**config.mk**
```make
export PLATFORM = sky130hd
export DESIGN_NAME = wav_pcm_stream_parser_top
export DESIGN_NICKNAME = d
export VERILOG_FILES = /design/src/wpp_pkg.sv /design/src/wpp_front.sv /design/src/wpp_queue.sv /design/src/wpp_back.sv /design/src/wav_pcm_stream_parser_top.sv
export SDC_FILE = /design/constraint.sdc
export NUM_CORES = 1
export LEC_CHECK = 0
export ABC_CLOCK_PERIOD_IN_PS = 6800
export BUFFER_PORTS_ARGS = -buffer_cell sky130_fd_sc_hd__buf_4
export CAP_MARGIN = 15
export CORE_ASPECT_RATIO = 1.25
export CORE_MARGIN = 1.5
export CORE_UTILIZATION = 25
export DETAILED_ROUTE_END_ITERATION = 8
export GPL_TIMING_DRIVEN = 0
export HOLD_SLACK_MARGIN = 0.12
export PLACE_DENSITY_LB_ADDON = 0.2
export RECOVER_POWER = 50
export SLEW_MARGIN = 20
export SYNTH_ARGS = -nofsm -noshare
export SYNTH_HDL_FRONTEND = slang
export SYNTH_SLANG_ARGS = --single-unit
```
**constraint.sdc**
```tcl
create_clock -name clock -period 6.8 [get_ports clock]
set_input_delay 0.34 -clock clock [delete_from_list [all_inputs] [get_ports clock]]
set_output_delay 0.34 -clock clock [all_outputs]
set_load 0.1 [all_outputs]
```
**src/wpp_pkg.sv**
```systemverilog
`timescale 1ns / 1ps

package wpp_pkg;

   // sizing defaults
   localparam int MAX_CHANNELS_DEF = 8;
   localparam int QUEUE_DEPTH      = 4;

   // chunk ids as they sit in the id shift register after four bytes
   localparam logic [31:0] ID_RIFF = 32'h4646_4952;
   localparam logic [31:0] ID_WAVE = 32'h4556_4157;
   localparam logic [31:0] ID_FMT  = 32'h2074_6D66;
   localparam logic [31:0] ID_DATA = 32'h6174_6164;

   localparam logic [15:0] FORMAT_PCM   = 16'd1;
   localparam logic [4:0]  ID_LEN       = 5'd4;
   localparam logic [4:0]  FMT_BODY_LEN = 5'd16;

   // byte positions inside the fmt body where a field completes
   localparam logic [4:0] FMT_POS_FORMAT   = 5'd1;
   localparam logic [4:0] FMT_POS_CHANNELS = 5'd3;
   localparam logic [4:0] FMT_POS_RATE     = 5'd7;
   localparam logic [4:0] FMT_POS_BITS     = 5'd15;

   localparam logic [15:0] BITS_8  = 16'd8;
   localparam logic [15:0] BITS_16 = 16'd16;
   localparam logic [15:0] BITS_32 = 16'd32;

   // error codes
   localparam logic [2:0] ERR_NONE    = 3'd0;
   localparam logic [2:0] ERR_NO_RIFF = 3'd1;
   localparam logic [2:0] ERR_NO_WAVE = 3'd2;
   localparam logic [2:0] ERR_FORMAT  = 3'd3;
   localparam logic [2:0] ERR_WIDTH   = 3'd4;

   // mono samples go out on these two channels
   localparam logic [2:0] CH_LEFT  = 3'd0;
   localparam logic [2:0] CH_RIGHT = 3'd1;

   typedef enum logic [3:0] {
      PH_RIFF,
      PH_RSIZE,
      PH_WAVE,
      PH_SUBID,
      PH_SZ_FMT,
      PH_SZ_DATA,
      PH_SZ_OTHER,
      PH_FMT_BODY,
      PH_SKIP,
      PH_DATA,
      PH_DONE,
      PH_ERROR
   } phase_type;

   typedef struct packed {
      logic [7:0] data_byte;
      logic       restart;
   } req_type;

   typedef struct packed {
      logic signed [31:0] sample;
      logic [2:0]         channel;
      logic [31:0]        sample_rate;
      logic [2:0]         error;
      logic               frame_end;
      logic               last;
   } rsp_type;

   // one entry per byte that causes results; dup marks a mono sample
   typedef struct packed {
      logic signed [31:0] sample;
      logic [2:0]         channel;
      logic [31:0]        sample_rate;
      logic [2:0]         error;
      logic               frame_end;
      logic               dup;
   } event_type;

   // odd chunk sizes carry one pad byte, except the all-ones size
   function automatic logic [31:0] padded_size(input logic [31:0] s);
      logic [31:0] r;
      r = s;
      if (s[0] && (s != 32'hFFFF_FFFF)) begin
         r = s + 32'd1;
      end
      return r;
   endfunction

endpackage

```
**src/wpp_front.sv**
```systemverilog
`timescale 1ns / 1ps

module wpp_front
   import wpp_pkg::*;
#(
   parameter int MAX_CHANNELS = MAX_CHANNELS_DEF
) (
   input  logic      clock,
   input  logic      reset,
   input  logic      accept,
   input  req_type   item,
   output logic      ev_push,
   output event_type ev_data
);

   localparam int CIDX_W   = (MAX_CHANNELS > 1) ? $clog2(MAX_CHANNELS) : 1;
   localparam int CH_EXT_W = CIDX_W + 3;

   phase_type          phase_ff, phase_in, cur_phase;
   logic [4:0]         bi_ff, bi_in, cur_bi;
   logic [31:0]        rem_ff, rem_in, cur_rem;
   logic [31:0]        id_ff, id_in, cur_id;
   logic [15:0]        fmt_ff, fmt_in, cur_fmt;
   logic [15:0]        ch_ff, ch_in, cur_ch;
   logic [31:0]        rate_ff, rate_in, cur_rate;
   logic [15:0]        bits_ff, bits_in, cur_bits;
   logic               seen_ff, seen_in, cur_seen;
   logic [31:0]        asm_ff, asm_in, cur_asm;
   logic [CIDX_W-1:0]  chidx_ff, chidx_in, cur_chidx;

   logic [7:0]          b;
   logic [31:0]         shift_new;
   logic [4:0]          bi_inc;
   logic                hdr_done;
   logic                fmt_done;
   logic                smp_done;
   logic [31:0]         rem_dec;
   logic [31:0]         skip_cnt;
   logic [2:0]          data_err;
   logic [31:0]         asm_new;
   logic signed [31:0]  smp_val;
   logic                last_ch;
   logic [CH_EXT_W-1:0] chidx_ext;
   logic                emit;
   logic [2:0]          ev_err;
   logic signed [31:0]  ev_smp;
   logic [2:0]          ev_chan;
   logic                ev_fend;
   logic                ev_dup;

   // a restart byte sees the reset state
   assign b         = item.data_byte;
   assign cur_phase = item.restart ? PH_RIFF : phase_ff;
   assign cur_bi    = item.restart ? '0 : bi_ff;
   assign cur_rem   = item.restart ? '0 : rem_ff;
   assign cur_id    = item.restart ? '0 : id_ff;
   assign cur_fmt   = item.restart ? '0 : fmt_ff;
   assign cur_ch    = item.restart ? '0 : ch_ff;
   assign cur_rate  = item.restart ? '0 : rate_ff;
   assign cur_bits  = item.restart ? '0 : bits_ff;
   assign cur_seen  = item.restart ? 1'b0 : seen_ff;
   assign cur_asm   = item.restart ? '0 : asm_ff;
   assign cur_chidx = item.restart ? '0 : chidx_ff;

   // shared decode
   assign shift_new = {b, cur_id[31:8]};
   assign bi_inc    = cur_bi + 5'd1;
   assign hdr_done  = (bi_inc >= ID_LEN);
   assign fmt_done  = (bi_inc >= FMT_BODY_LEN);
   assign smp_done  = ({11'b0, bi_inc} >= (cur_bits >> 3));
   assign rem_dec   = cur_rem - 32'd1;
   assign skip_cnt  = (cur_rem > 32'd16) ? (cur_rem - 32'd16) : 32'd0;

   // format check at the end of the data header
   always_comb begin
      data_err = ERR_NONE;
      if (!cur_seen || (cur_fmt != FORMAT_PCM)) begin
         data_err = ERR_FORMAT;
      end else if (((cur_bits != BITS_8) && (cur_bits != BITS_16) && (cur_bits != BITS_32))
                   || (cur_ch == 16'd0) || (cur_ch > 16'(MAX_CHANNELS))) begin
         data_err = ERR_WIDTH;
      end
   end

   // little-endian sample assembly, one byte lane per byte
   always_comb begin
      for (int k = 0; k < 4; k++) begin
         asm_new[8*k +: 8] = cur_asm[8*k +: 8] | ((cur_bi[1:0] == 2'(k)) ? b : 8'h00);
      end
   end

   // scale to q1.31
   always_comb begin
      case (cur_bits)
         BITS_8:  smp_val = {asm_new[7:0] ^ 8'h80, 24'h0};
         BITS_16: smp_val = {asm_new[15:0], 16'h0};
         default: smp_val = asm_new;
      endcase
   end

   assign last_ch   = ((17'(cur_chidx) + 17'd1) >= {1'b0, cur_ch});
   assign chidx_ext = CH_EXT_W'(cur_chidx);

   // next phase
   always_comb begin
      phase_in = phase_ff;
      if (accept) begin
         phase_in = cur_phase;
         case (cur_phase)
            PH_RIFF, PH_RSIZE, PH_WAVE, PH_SUBID, PH_SZ_FMT, PH_SZ_DATA, PH_SZ_OTHER: begin
               if (hdr_done) begin
                  case (cur_phase)
                     PH_RIFF:  phase_in = (shift_new == ID_RIFF) ? PH_RSIZE : PH_ERROR;
                     PH_RSIZE: phase_in = PH_WAVE;
                     PH_WAVE:  phase_in = (shift_new == ID_WAVE) ? PH_SUBID : PH_ERROR;
                     PH_SUBID: begin
                        if (shift_new == ID_FMT) begin
                           phase_in = PH_SZ_FMT;
                        end else if (shift_new == ID_DATA) begin
                           phase_in = PH_SZ_DATA;
                        end else begin
                           phase_in = PH_SZ_OTHER;
                        end
                     end
                     PH_SZ_FMT: phase_in = PH_FMT_BODY;
                     PH_SZ_OTHER: begin
                        phase_in = (padded_size(shift_new) == 32'd0) ? PH_SUBID : PH_SKIP;
                     end
                     PH_SZ_DATA: begin
                        if (data_err != ERR_NONE) begin
                           phase_in = PH_ERROR;
                        end else begin
                           phase_in = (shift_new == 32'd0) ? PH_DONE : PH_DATA;
                        end
                     end
                     default: phase_in = cur_phase;
                  endcase
               end
            end
            PH_FMT_BODY: begin
               if (fmt_done) begin
                  phase_in = (skip_cnt == 32'd0) ? PH_SUBID : PH_SKIP;
               end
            end
            PH_SKIP: phase_in = (rem_dec == 32'd0) ? PH_SUBID : PH_SKIP;
            PH_DATA: phase_in = (rem_dec == 32'd0) ? PH_DONE : PH_DATA;
            default: phase_in = cur_phase;
         endcase
      end
   end

   // datapath and result events
   always_comb begin
      bi_in    = bi_ff;
      rem_in   = rem_ff;
      id_in    = id_ff;
      fmt_in   = fmt_ff;
      ch_in    = ch_ff;
      rate_in  = rate_ff;
      bits_in  = bits_ff;
      seen_in  = seen_ff;
      asm_in   = asm_ff;
      chidx_in = chidx_ff;
      emit     = 1'b0;
      ev_err   = ERR_NONE;
      ev_smp   = '0;
      ev_chan  = CH_LEFT;
      ev_fend  = 1'b0;
      ev_dup   = 1'b0;
      if (accept) begin
         bi_in    = cur_bi;
         rem_in   = cur_rem;
         id_in    = cur_id;
         fmt_in   = cur_fmt;
         ch_in    = cur_ch;
         rate_in  = cur_rate;
         bits_in  = cur_bits;
         seen_in  = cur_seen;
         asm_in   = cur_asm;
         chidx_in = cur_chidx;
         case (cur_phase)
            PH_RIFF, PH_RSIZE, PH_WAVE, PH_SUBID, PH_SZ_FMT, PH_SZ_DATA, PH_SZ_OTHER: begin
               id_in = shift_new;
               bi_in = hdr_done ? 5'd0 : bi_inc;
               if (hdr_done) begin
                  case (cur_phase)
                     PH_RIFF: begin
                        if (shift_new != ID_RIFF) begin
                           emit   = 1'b1;
                           ev_err = ERR_NO_RIFF;
                        end
                     end
                     PH_WAVE: begin
                        if (shift_new != ID_WAVE) begin
                           emit   = 1'b1;
                           ev_err = ERR_NO_WAVE;
                        end
                     end
                     PH_SZ_FMT, PH_SZ_OTHER: rem_in = padded_size(shift_new);
                     PH_SZ_DATA: begin
                        if (data_err != ERR_NONE) begin
                           emit   = 1'b1;
                           ev_err = data_err;
                        end else begin
                           rem_in   = shift_new;
                           asm_in   = '0;
                           chidx_in = '0;
                        end
                     end
                     default: begin
                     end
                  endcase
               end
            end
            PH_FMT_BODY: begin
               id_in = shift_new;
               case (cur_bi)
                  FMT_POS_FORMAT:   fmt_in  = shift_new[31:16];
                  FMT_POS_CHANNELS: ch_in   = shift_new[31:16];
                  FMT_POS_RATE:     rate_in = shift_new;
                  FMT_POS_BITS:     bits_in = shift_new[31:16];
                  default: begin
                  end
               endcase
               bi_in = fmt_done ? 5'd0 : bi_inc;
               if (fmt_done) begin
                  seen_in = 1'b1;
                  rem_in  = skip_cnt;
               end
            end
            PH_SKIP: rem_in = rem_dec;
            PH_DATA: begin
               rem_in = rem_dec;
               if (smp_done) begin
                  emit   = 1'b1;
                  ev_smp = smp_val;
                  bi_in  = 5'd0;
                  asm_in = '0;
                  if (cur_ch == 16'd1) begin
                     ev_dup = 1'b1;
                  end else begin
                     ev_chan  = chidx_ext[2:0];
                     ev_fend  = last_ch;
                     chidx_in = last_ch ? '0 : CIDX_W'(17'(cur_chidx) + 17'd1);
                  end
               end else begin
                  bi_in  = bi_inc;
                  asm_in = asm_new;
               end
            end
            default: begin
            end
         endcase
      end
   end

   assign ev_push             = accept && emit;
   assign ev_data.sample      = ev_smp;
   assign ev_data.channel     = ev_chan;
   assign ev_data.sample_rate = cur_rate;
   assign ev_data.error       = ev_err;
   assign ev_data.frame_end   = ev_fend;
   assign ev_data.dup         = ev_dup;

   // parser state
   always_ff @(posedge clock) begin
      if (reset) begin
         phase_ff <= PH_RIFF;
         bi_ff    <= '0;
         rem_ff   <= '0;
         id_ff    <= '0;
         fmt_ff   <= '0;
         ch_ff    <= '0;
         rate_ff  <= '0;
         bits_ff  <= '0;
         seen_ff  <= 1'b0;
         asm_ff   <= '0;
         chidx_ff <= '0;
      end else begin
         phase_ff <= phase_in;
         bi_ff    <= bi_in;
         rem_ff   <= rem_in;
         id_ff    <= id_in;
         fmt_ff   <= fmt_in;
         ch_ff    <= ch_in;
         rate_ff  <= rate_in;
         bits_ff  <= bits_in;
         seen_ff  <= seen_in;
         asm_ff   <= asm_in;
         chidx_ff <= chidx_in;
      end
   end

endmodule

```
**src/wpp_queue.sv**
```systemverilog
`timescale 1ns / 1ps

module wpp_queue
   import wpp_pkg::*;
(
   input  logic      clock,
   input  logic      reset,
   input  logic      wr_en,
   input  event_type wr_data,
   output logic      full,
   input  logic      rd_en,
   output event_type rd_data,
   output logic      empty
);

   localparam int PTR_W = $clog2(QUEUE_DEPTH);

   event_type        slot_ff [QUEUE_DEPTH];
   logic [PTR_W-1:0] wr_ptr_ff, wr_ptr_in;
   logic [PTR_W-1:0] rd_ptr_ff, rd_ptr_in;
   logic [PTR_W:0]   count_ff, count_in;

   assign full    = (count_ff == (PTR_W+1)'(QUEUE_DEPTH));
   assign empty   = (count_ff == '0);
   assign rd_data = slot_ff[rd_ptr_ff];

   // pointer and fill count update
   always_comb begin
      wr_ptr_in = wr_en ? PTR_W'(wr_ptr_ff + 1'b1) : wr_ptr_ff;
      rd_ptr_in = rd_en ? PTR_W'(rd_ptr_ff + 1'b1) : rd_ptr_ff;
      count_in  = count_ff;
      if (wr_en && !rd_en) begin
         count_in = count_ff + 1'b1;
      end else if (!wr_en && rd_en) begin
         count_in = count_ff - 1'b1;
      end
   end

   always_ff @(posedge clock) begin
      if (reset) begin
         wr_ptr_ff <= '0;
         rd_ptr_ff <= '0;
         count_ff  <= '0;
      end else begin
         wr_ptr_ff <= wr_ptr_in;
         rd_ptr_ff <= rd_ptr_in;
         count_ff  <= count_in;
      end
   end

   // entry storage
   always_ff @(posedge clock) begin
      if (wr_en) begin
         slot_ff[wr_ptr_ff] <= wr_data;
      end
   end

endmodule

```
**src/wpp_back.sv**
```systemverilog
`timescale 1ns / 1ps

module wpp_back
   import wpp_pkg::*;
(
   input  logic      clock,
   input  logic      reset,
   input  logic      q_empty,
   input  event_type q_data,
   output logic      q_pop,
   output logic      rsp_empty,
   input  logic      rsp_pop,
   output rsp_type   rsp_item
);

   logic    valid_ff, valid_in;
   logic    dup_ff, dup_in;
   rsp_type out_ff, out_in;
   logic    advance;

   assign advance   = !valid_ff || rsp_pop;
   assign rsp_empty = !valid_ff;
   assign rsp_item  = out_ff;

   // output register load: second half of a mono sample first, else next event
   always_comb begin
      valid_in = valid_ff;
      dup_in   = dup_ff;
      out_in   = out_ff;
      q_pop    = 1'b0;
      if (advance) begin
         if (dup_ff) begin
            out_in.channel   = CH_RIGHT;
            out_in.frame_end = 1'b1;
            out_in.last      = 1'b1;
            dup_in           = 1'b0;
            valid_in         = 1'b1;
         end else if (!q_empty) begin
            q_pop              = 1'b1;
            out_in.sample      = q_data.sample;
            out_in.sample_rate = q_data.sample_rate;
            out_in.error       = q_data.error;
            out_in.channel     = q_data.dup ? CH_LEFT : q_data.channel;
            out_in.frame_end   = q_data.dup ? 1'b0 : q_data.frame_end;
            out_in.last        = !q_data.dup;
            dup_in             = q_data.dup;
            valid_in           = 1'b1;
         end else begin
            valid_in = 1'b0;
         end
      end
   end

   always_ff @(posedge clock) begin
      if (reset) begin
         valid_ff <= 1'b0;
         dup_ff   <= 1'b0;
      end else begin
         valid_ff <= valid_in;
         dup_ff   <= dup_in;
      end
   end

   always_ff @(posedge clock) begin
      out_ff <= out_in;
   end

endmodule

```
**src/wav_pcm_stream_parser_top.sv**
```systemverilog
`timescale 1ns / 1ps

// channel   ports                      accepted when
// input     push, full, req_item       push && !full
// result    empty, pop, rsp_item       pop && !empty
//
// one byte per cycle while full is low; the parser state machine handles each byte in the cycle it is taken
// a result goes from the parser into the event queue, then into the output register that drives rsp_item
// a mono sample gives two results from one byte; the output register sends one per
// cycle while pop is high, so a run of 8-bit mono data can fill the queue and raise full
// full rises when the four-entry event queue between parser and output fills
// reset is synchronous and clears parser state, queue pointers and output valid; no clearing pass

module wav_pcm_stream_parser_top
   import wpp_pkg::*;
#(
   parameter int MAX_CHANNELS = MAX_CHANNELS_DEF
) (
   input  logic    clock,
   input  logic    reset,
   input  logic    push,
   output logic    full,
   input  req_type req_item,
   output logic    empty,
   input  logic    pop,
   output rsp_type rsp_item
);

   logic      accept;
   logic      ev_push;
   event_type ev_data;
   logic      q_full;
   logic      q_empty;
   logic      q_pop;
   event_type q_data;

   assign full   = q_full;
   assign accept = push && !q_full;

   // parser front
   wpp_front #(
      .MAX_CHANNELS(MAX_CHANNELS)
   ) u_front (
      .clock   (clock),
      .reset   (reset),
      .accept  (accept),
      .item    (req_item),
      .ev_push (ev_push),
      .ev_data (ev_data)
   );

   // event queue
   wpp_queue u_queue (
      .clock   (clock),
      .reset   (reset),
      .wr_en   (ev_push),
      .wr_data (ev_data),
      .full    (q_full),
      .rd_en   (q_pop),
      .rd_data (q_data),
      .empty   (q_empty)
   );

   // result back end
   wpp_back u_back (
      .clock     (clock),
      .reset     (reset),
      .q_empty   (q_empty),
      .q_data    (q_data),
      .q_pop     (q_pop),
      .rsp_empty (empty),
      .rsp_pop   (pop),
      .rsp_item  (rsp_item)
   );

`ifndef SYNTH
   // the parser never writes an event into a full queue
   a_no_overflow: assert property (@(posedge clock) disable iff (reset)
      !(ev_push && q_full))
      else $error("event pushed into full queue");

   // an error item carries no sample and ends its byte
   a_error_shape: assert property (@(posedge clock) disable iff (reset)
      (!empty && (rsp_item.error != ERR_NONE)) |->
         (rsp_item.last && (rsp_item.sample == 32'sd0) && !rsp_item.frame_end))
      else $error("malformed error item");

   // left half of a mono sample is followed by its right half
   a_mono_pair: assert property (@(posedge clock) disable iff (reset)
      (!empty && pop && !rsp_item.last) |=>
         (!empty && (rsp_item.channel == CH_RIGHT) && rsp_item.last && rsp_item.frame_end))
      else $error("mono right half missing");
`endif

endmodule

```
==> results.md, run 1 <==
- Outcome: finished, violations left
- Failing checks: capacitance limit, slew limit
- CP delay by family, top: buffers and inverters
- Starting Density: 0.252
- Seq cells post-synth: 552
- Number of diodes: 0
- Layout cells sized above 1: 0.0959
- Crit path cell chain: buf_4 -> clkbuf_2 -> buf_2 -> clkdlybuf4s15_2 -> clkbuf_2 -> buf_2 -> clkbuf_2 -> nor2b_1 -> ha_1 -> nand2b_1 -> a21o_1 -> a21o_1 -> a21oi_1 -> nor2b_1 -> o21ai_4 -> nand2b_2 -> nand2_1 -> ha_1 -> inv_1 -> fa_1 -> xor2_1 -> or3_1 -> a21oi_1
- RSZ-0062 raised after global routing: no
- Post-synth EDFFs: 360
- Routed len/inst: 26.3 µm
- Max Slew Vio Count: 15
- Critical Path End Type: register
- Hold Path Class: in2reg
- DP Worst Slack: -3.99 ns
- Syn_nets: 2,430
- Leak pwr: 9.95 nW
- Die Y: 364 µm
- Cells after Synth: 2,388
- Root buffer cell: clkbuf_16
- Worst Path Required: 7.37 ns
- R2r setup slk: 1.21 ns
- Clock slew at reported path FFs: 0.06 ns
- Fmax: 0.155 GHz
- # IOs: 87
- Clock Latency Late Sink: 0.65 ns
- Post-synthesis area per instance: 10.9 µm²
- DIE AREA: 0.106 mm²
- Synthesis-to-finish area growth: 16.0%
- Synth cell types: 80
- Fin crit period: 6.46 ns
- Worst setup margin: 0.344 ns
- Num rows: 132
- Rel. slew slack: -0.346
- First-pass GRT wire length: 149 mm
- CP bufs+invs: 8
- Setup Skew: 0.0175 ns
- H-tree depth: 2
- Vias per cell: 5.35
- Seq/Total Area, Yosys: 0.563
- Post-DP HPWL: 74.7 mm
- Core ar.: 0.103 mm²
- Vias post-DR: 21,000
- DRT iter0 DRCs: 1,805
- Area of the multi-input gates: 0.0106 mm²
- Clock buffer depth: 3
- Ys flop type: edfxtp_1
- Critical Path Fanout Max: 19
- Final Cycle Share: 0.949
- Syn Std Cell Area: 0.0260 mm²
- Post-route ant nets: 0
- Tightest Pin Transition: 2.00 ns
- Critical path's slowest cell: clkbuf_2
- Slowest Stage Delay on Critical Path: 0.63 ns
- Synth warn: 0
- Critical path startpoint category: primary input
- Setup CP Type: in2reg
- Remaining DRCs: 0
- Arrival time at the worst endpoint: 7.03 ns
- Chip width: 292 µm
- # clock sinks: 552
- TritonCTS buffer count: 58
- Total congestion overflow: 0
- Largest net degree at the start of global routing: 42
- Initial antenna violation count: 0
- All-layer global routing usage: 0.191
- Worst VDD drop: 0.216 mV
- Most used cell, CP: clkbuf_2
- Placed Instance Area: 0.0286 mm²
- Overall power: 11.1 mW
- Pwr dens: 366 mW/mm²
- Final setup fails: 0
- Post-synth ARST share: 0
- Initial DRT Pass Iterations: 8
- Post-route cell area: 0.0302 mm²
- TritonCTS clock tree: done
- Hold Vio Cnt, Final: 0
- Sequential cell area: 0.0147 mm²
- Number of port buffers: 80
- Final WL: 103 mm
- Max_cap viols: 1
- Nets: 2,579
- Vias in the first global route: 20,900
- # fillers: 10,700
- GPL Wtd Cong: 0.948
==> where the power goes <==
group / leakage (nW) / internal [mW] / total (mW) / switching, mW
sequential: 5.16 / 3.94 / 4.05 / 0.111
combinational: 3.84 / 0.654 / 3.78 / 3.13
clock: 0.952 / 1.83 / 3.23 / 1.40
==> worst register-to-register path: cells and delay by family, from the launching register on <==
| family | cells | cell delay (ns) |
|---|---|---|
| DFF | 1 | 0.31 |
| muxes | 1 | 0.31 |
| and+or+nand+nor | 9 | 3.06 |
| buffers and inverters | 4 | 1.15 |
| AOI/OAI and AO/OA | 1 | 0.24 |
| adders and majority gates | 1 | 0.42 |
==> registers in the layout (all words and copies together) (netlist names), 3 cells and up, named ones only <==
name              count
u_front.ch_ff        16
u_front.rem_ff       32
u_front.fmt_ff       16
u_queue.count_ff      3
u_front.chidx_ff      3
u_front.bi_ff         5
u_front.bits_ff      16
u_back.rsp_item      72
u_queue.slot_ff     288
u_front.phase_ff      4
u_front.asm_ff       32
u_front.id_ff        24
u_front.rate_ff      32
==> final cells by class <==
type	instances	share of cell area
sequential	552	0.485
multi-input combinational	1613	0.350
tap	1340	0.0555
clock buffer	84	0.0551
buffer	190	0.0258
timing repair buffer	94	0.0163
clock inverter	24	0.00857
inverter	28	0.00356
==> placed cells by master (no fill, tap or decap), types with 14 or more instances in the layout <==
| cell | instances |
|---|---|
| or2_2 | 14 |
| ha_1 | 28 |
| clkbuf_1 | 239 |
| buf_1 | 14 |
| a31oi_1 | 23 |
| nand2_1 | 165 |
| o22ai_1 | 27 |
| xnor2_1 | 26 |
| and3_1 | 20 |
| o21ai_0 | 123 |
| edfxtp_1 | 360 |
| dfxtp_1 | 192 |
| xor2_1 | 27 |
| mux4_2 | 72 |
| inv_1 | 27 |
| a22oi_1 | 139 |
| nor4_1 | 43 |
| nand3_1 | 52 |
| clkbuf_16 | 59 |
| nor2_1 | 339 |
| nand4_1 | 34 |
| buf_4 | 17 |
| nor3_1 | 47 |
| nor2b_1 | 70 |
| a21oi_1 | 125 |
==> synth_stat cells, drive strengths merged, types with 9 or more instances <==
| master | n | area share |
|---|---|---|
| or3 | 12 | 0.0029 |
| buf | 38 | 0.0072 |
| inv | 27 | 0.0039 |
| and3 | 20 | 0.0048 |
| nand3 | 53 | 0.010 |
| or2 | 15 | 0.0036 |
| a21oi | 126 | 0.024 |
| ha | 28 | 0.013 |
| clkbuf | 157 | 0.023 |
| o22ai | 27 | 0.0065 |
| and2 | 12 | 0.0029 |
| a21o | 10 | 0.0029 |
| o21ai | 128 | 0.025 |
| edfxtp | 360 | 0.42 |
| o221ai | 13 | 0.0044 |
| nand2b | 12 | 0.0029 |
| or4 | 15 | 0.0046 |
| nand2 | 165 | 0.024 |
| xor2 | 27 | 0.0091 |
| a221oi | 9 | 0.0030 |
| nor3 | 49 | 0.0094 |
| o31ai | 10 | 0.0029 |
| dfxtp | 192 | 0.15 |
| nor2 | 342 | 0.049 |
| o211ai | 13 | 0.0037 |
| nor4 | 48 | 0.012 |
| nand4 | 35 | 0.0090 |
| a31oi | 23 | 0.0055 |
| xnor2 | 26 | 0.0087 |
| nor2b | 70 | 0.017 |
| mux4 | 72 | 0.062 |
| a22oi | 139 | 0.040 |
==> layer usage <==
| metal | vias up | track usage | part of all wire |
|---|---|---|---|
| li1 | 9301 | - | - |
| met1 | 10700 | 0.234 | 0.41 |
| met2 | 813 | 0.331 | 0.49 |
| met3 | 243 | 0.0227 | 0.048 |
| met4 | 0 | 0.0970 | 0.054 |
| met5 | - | 0 | 0 |
==> per-stage QoR <==
stage	TNS, ns	util	instances	hold slack (ns)
global placement	-2438.31	0.274	3808	0.462
CTS	0	0.295	3923	0.360
global route	0	0.292	3925	0.415
detailed placement	-1904.46	0.276	3818	0.471
floorplan	0	-	2388	0.445
finish	0	0.292	3925	0.401
==> logic make-up (layout without fill, tap and decap cells) <==
logic type	Yosys count	count (layout)	synth area share
AND/OR/NAND/NOR	885	885	0.165
AO/OA/AOI/OAI	564	564	0.140
flip-flops	552	552	0.563
buffers and inverters	223	420	0.0339
multiplexers	82	82	0.0662
XOR/XNOR	53	53	0.0178
adder cells (fa/ha/maj)	29	29	0.0142
==> what timing repair did <==
action,in CTS,in global routing
gates resized for setup,15,2
hold buffers,1,0
buffers inserted,0,3
pin swaps,0,1
endpoints found under the hold margin,1,0
setup endpoints to repair,598,184
==> worst paths after layout <==
check	from	end	cells after the start
worst max-delay path	req_item[0]	u_queue.count_ff[2]	23
worst min register to register	u_front.bi_ff[1]	u_front.bi_ff[1]	2
worst max register to register	u_front.id_ff[8]	u_front.phase_ff[1]	16
worst min-delay path	req_item[2]	u_front.asm_ff[17]	4
Power figures use the tool's default switching activity.
==> run 2: changes to the inputs <==
==> constraint.sdc (replaced) <==
create_clock -name clock -period 6.8 [get_ports clock]
set_input_delay 0.68 -clock clock [delete_from_list [all_inputs] [get_ports clock]]
set_output_delay 0.68 -clock clock [all_outputs]
set_load 0.1 [all_outputs]
==> results.md, run 2 (same netlist as run 1, synthesis figures left out) <==
- Initial DRT Pass Iterations: 8
- Placed Instance Area: 0.0286 mm²
- Most frequent cells in the layout: 360 x edfxtp_1, 342 x nor2_1, 232 x clkbuf_1, 192 x dfxtp_1, 165 x nand2_1
- # IOs: 87
- Max_cap viols: 1
- Synthesis-to-finish area growth: 16.1%
- Final setup fails: 0
- DIE AREA: 0.106 mm²
- Post-route cell area: 0.0302 mm²
- Die Y: 364 µm
- Final WL: 103 mm
- GPL Wtd Cong: 0.946
- Critical Path End Type: register
- Net Sw Frac: 0.416
- Fin crit period: 6.48 ns
- Num rows: 132
- Largest net degree at the start of global routing: 42
- Rel. slew slack: -0.263
- Post_cts resized: 20
- Crit path cell chain: buf_4 -> clkbuf_4 -> buf_2 -> clkbuf_4 -> clkbuf_2 -> buf_2 -> clkbuf_4 -> clkbuf_2 -> nor2b_1 -> ha_1 -> nand2b_1 -> a21o_1 -> a21o_1 -> a21oi_1 -> nor2b_1 -> o21ai_4 -> nand2b_2 -> nand2_1 -> ha_1 -> inv_1 -> fa_1 -> xor2_1 -> or3_1 -> a21oi_1
- Worst hold margin: 0.374 ns
- Worst Path Required: 7.36 ns
- CP bufs+invs: 9
- Vias in the first global route: 20,900
- Arrival time at the worst endpoint: 7.04 ns
- Final Cycle Share: 0.953
- Max reg flops: 288
- Vias post-DR: 20,800
- Post-DP HPWL: 75.3 mm
- Root buffer cell: clkbuf_16
- # fillers: 10,700
- Post-route met1 wirelength: 42.3 mm
- Largest reg by FF count: u_queue.slot_ff
- Final core utilization: 0.292
- Number of diodes: 0
- Hold Path Class: in2reg
- Post-route ant nets: 0
- Register share of total power: 0.364
- Leak pwr: 9.94 nW
- Tightest Pin Transition: 1.88 ns
- P_sw: 4.63 mW
- WL met2: 51.7 mm
- Critical path's slowest cell: clkbuf_2
- TritonCTS buffer count: 57
- Hold-fix buffers, CTS: 0
- Setup_tns: 0 ns
- Critical Path Fanout Max: 15
- Setup Skew: 0.0224 ns
- Clock slew at reported path FFs: 0.06 ns
- Clock buffer depth: 3
- Combinational fraction of design power: 0.339
- Number of port buffers: 80
- DRT iter0 DRCs: 1,929
- Worst VDD drop: 0.251 mV
- CP delay by family, top: buffers and inverters
- Fmax: 0.154 GHz
- Routed len/inst: 26.4 µm
- Layout cells sized above 1: 0.0969
- RSZ-0062 raised after global routing: no
- Highest metal used: met4
- Outcome: finished, violations left
- TritonCTS clock tree: done
- Pwr dens: 368 mW/mm²
- Most used cell, CP: clkbuf_4
- Remaining DRCs: 0
- Nets: 2,574
- Internal cell power: 6.50 mW
- Chip width: 292 µm
- H-tree depth: 2
- Overall power: 11.1 mW
- Critical path startpoint category: primary input
- Failing checks: capacitance limit, slew limit
- Initial antenna violation count: 1
- WL met3: 4.85 mm
- Max Slew Vio Count: 15
- Core ar.: 0.103 mm²
- Number of setup buffers added after CTS: 0
- Clock Latency Late Sink: 0.65 ns
- Setup CP Type: in2reg
- Slowest Stage Delay on Critical Path: 0.44 ns
- Starting Density: 0.252
- Total congestion overflow: 0
- # clock sinks: 552
- Hold Vio Cnt, Final: 0
- All-layer global routing usage: 0.193
- Vias per cell: 5.30
- First-pass GRT wire length: 150 mm
- Clock Power Share: 0.297
- Most common cell after layout, fill and taps aside: edfxtp_1
==> run 2: cell count changes in the layout (fill, tap and decap cells not counted), moves of 4 or more <==
cell / previous run / this run
clkbuf_1: 239 / 232
bufinv_16: 3 / 8
buf_4: 17 / 13
clkbuf_8: 9 / 5
clkinvlp_4: 0 / 4
==> run 2: power groups by stage <==
stage | clock network [mW] | registers [mW] | logic (mW)
finish | 3.31 | 4.05 | 3.77
detailed placement | 0 | 4.12 | 4.04
floorplan | 0 | 5.78 | 1.27
global placement | 0 | 4.16 | 3.96
global route | 3.53 | 4.09 | 3.95
CTS | 3.40 | 4.06 | 4.05
==> run 2: worst paths after layout <==
| path | from | endpoint | slack [ns] | depth (start not counted) |
|---|---|---|---|---|
| worst max register to register | u_front.id_ff[8] | u_front.phase_ff[1] | 1.05 | 16 |
| worst min register to register | u_front.bi_ff[0] | u_front.bi_ff[0] | 0.48 | 2 |
| worst min-delay path | pop | u_back.valid_ff | 0.37 | 4 |
| worst max-delay path | req_item[0] | u_queue.count_ff[2] | 0.32 | 24 |
==> run 2: cell type report <==
type / instances / area, µm² / area share
clock inverter: 37 / 444 / 0.0147
buffer: 191 / 791 / 0.0262
sequential: 552 / 14700 / 0.485
clock buffer: 70 / 1530 / 0.0505
tap: 1340 / 1680 / 0.0555
timing repair buffer: 89 / 453 / 0.0150
inverter: 28 / 110 / 0.00364
multi-input combinational: 1613 / 10600 / 0.350
==> run 2: through the flow <==
| stage | instances | worst slack [ns] |
|---|---|---|
| finish | 3920 | 0.322 |
| global route | 3920 | 0.0852 |
| CTS | 3921 | 0.0568 |
| detailed placement | 3817 | -4.13 |
| global placement | 3808 | -4.66 |
| floorplan | 2388 | 0.554 |
==> run 2: routing by layer <==
layer  vias up  global-route usage
li1       9308                   -
met5         -                   0
met4         0              0.0818
met3       217              0.0242
met2       785               0.342
met1     10500               0.234
==> run 2: worst register-to-register path: stages, from the launching register on <==
cell and delay, ns:
dfxtp_1 0.30, clkbuf_1 0.33, nand2_1 0.34, inv_1 0.34, ha_1 0.46, and4_1 0.27
buf_2 0.18, nand3_2 0.13, nor4_4 0.54, buf_4 0.32, nor2_1 0.08, mux2i_1 0.37
nand4_1 0.21, or4_1 0.52, or4_4 0.61, or3_1 0.40, a311oi_1 0.25
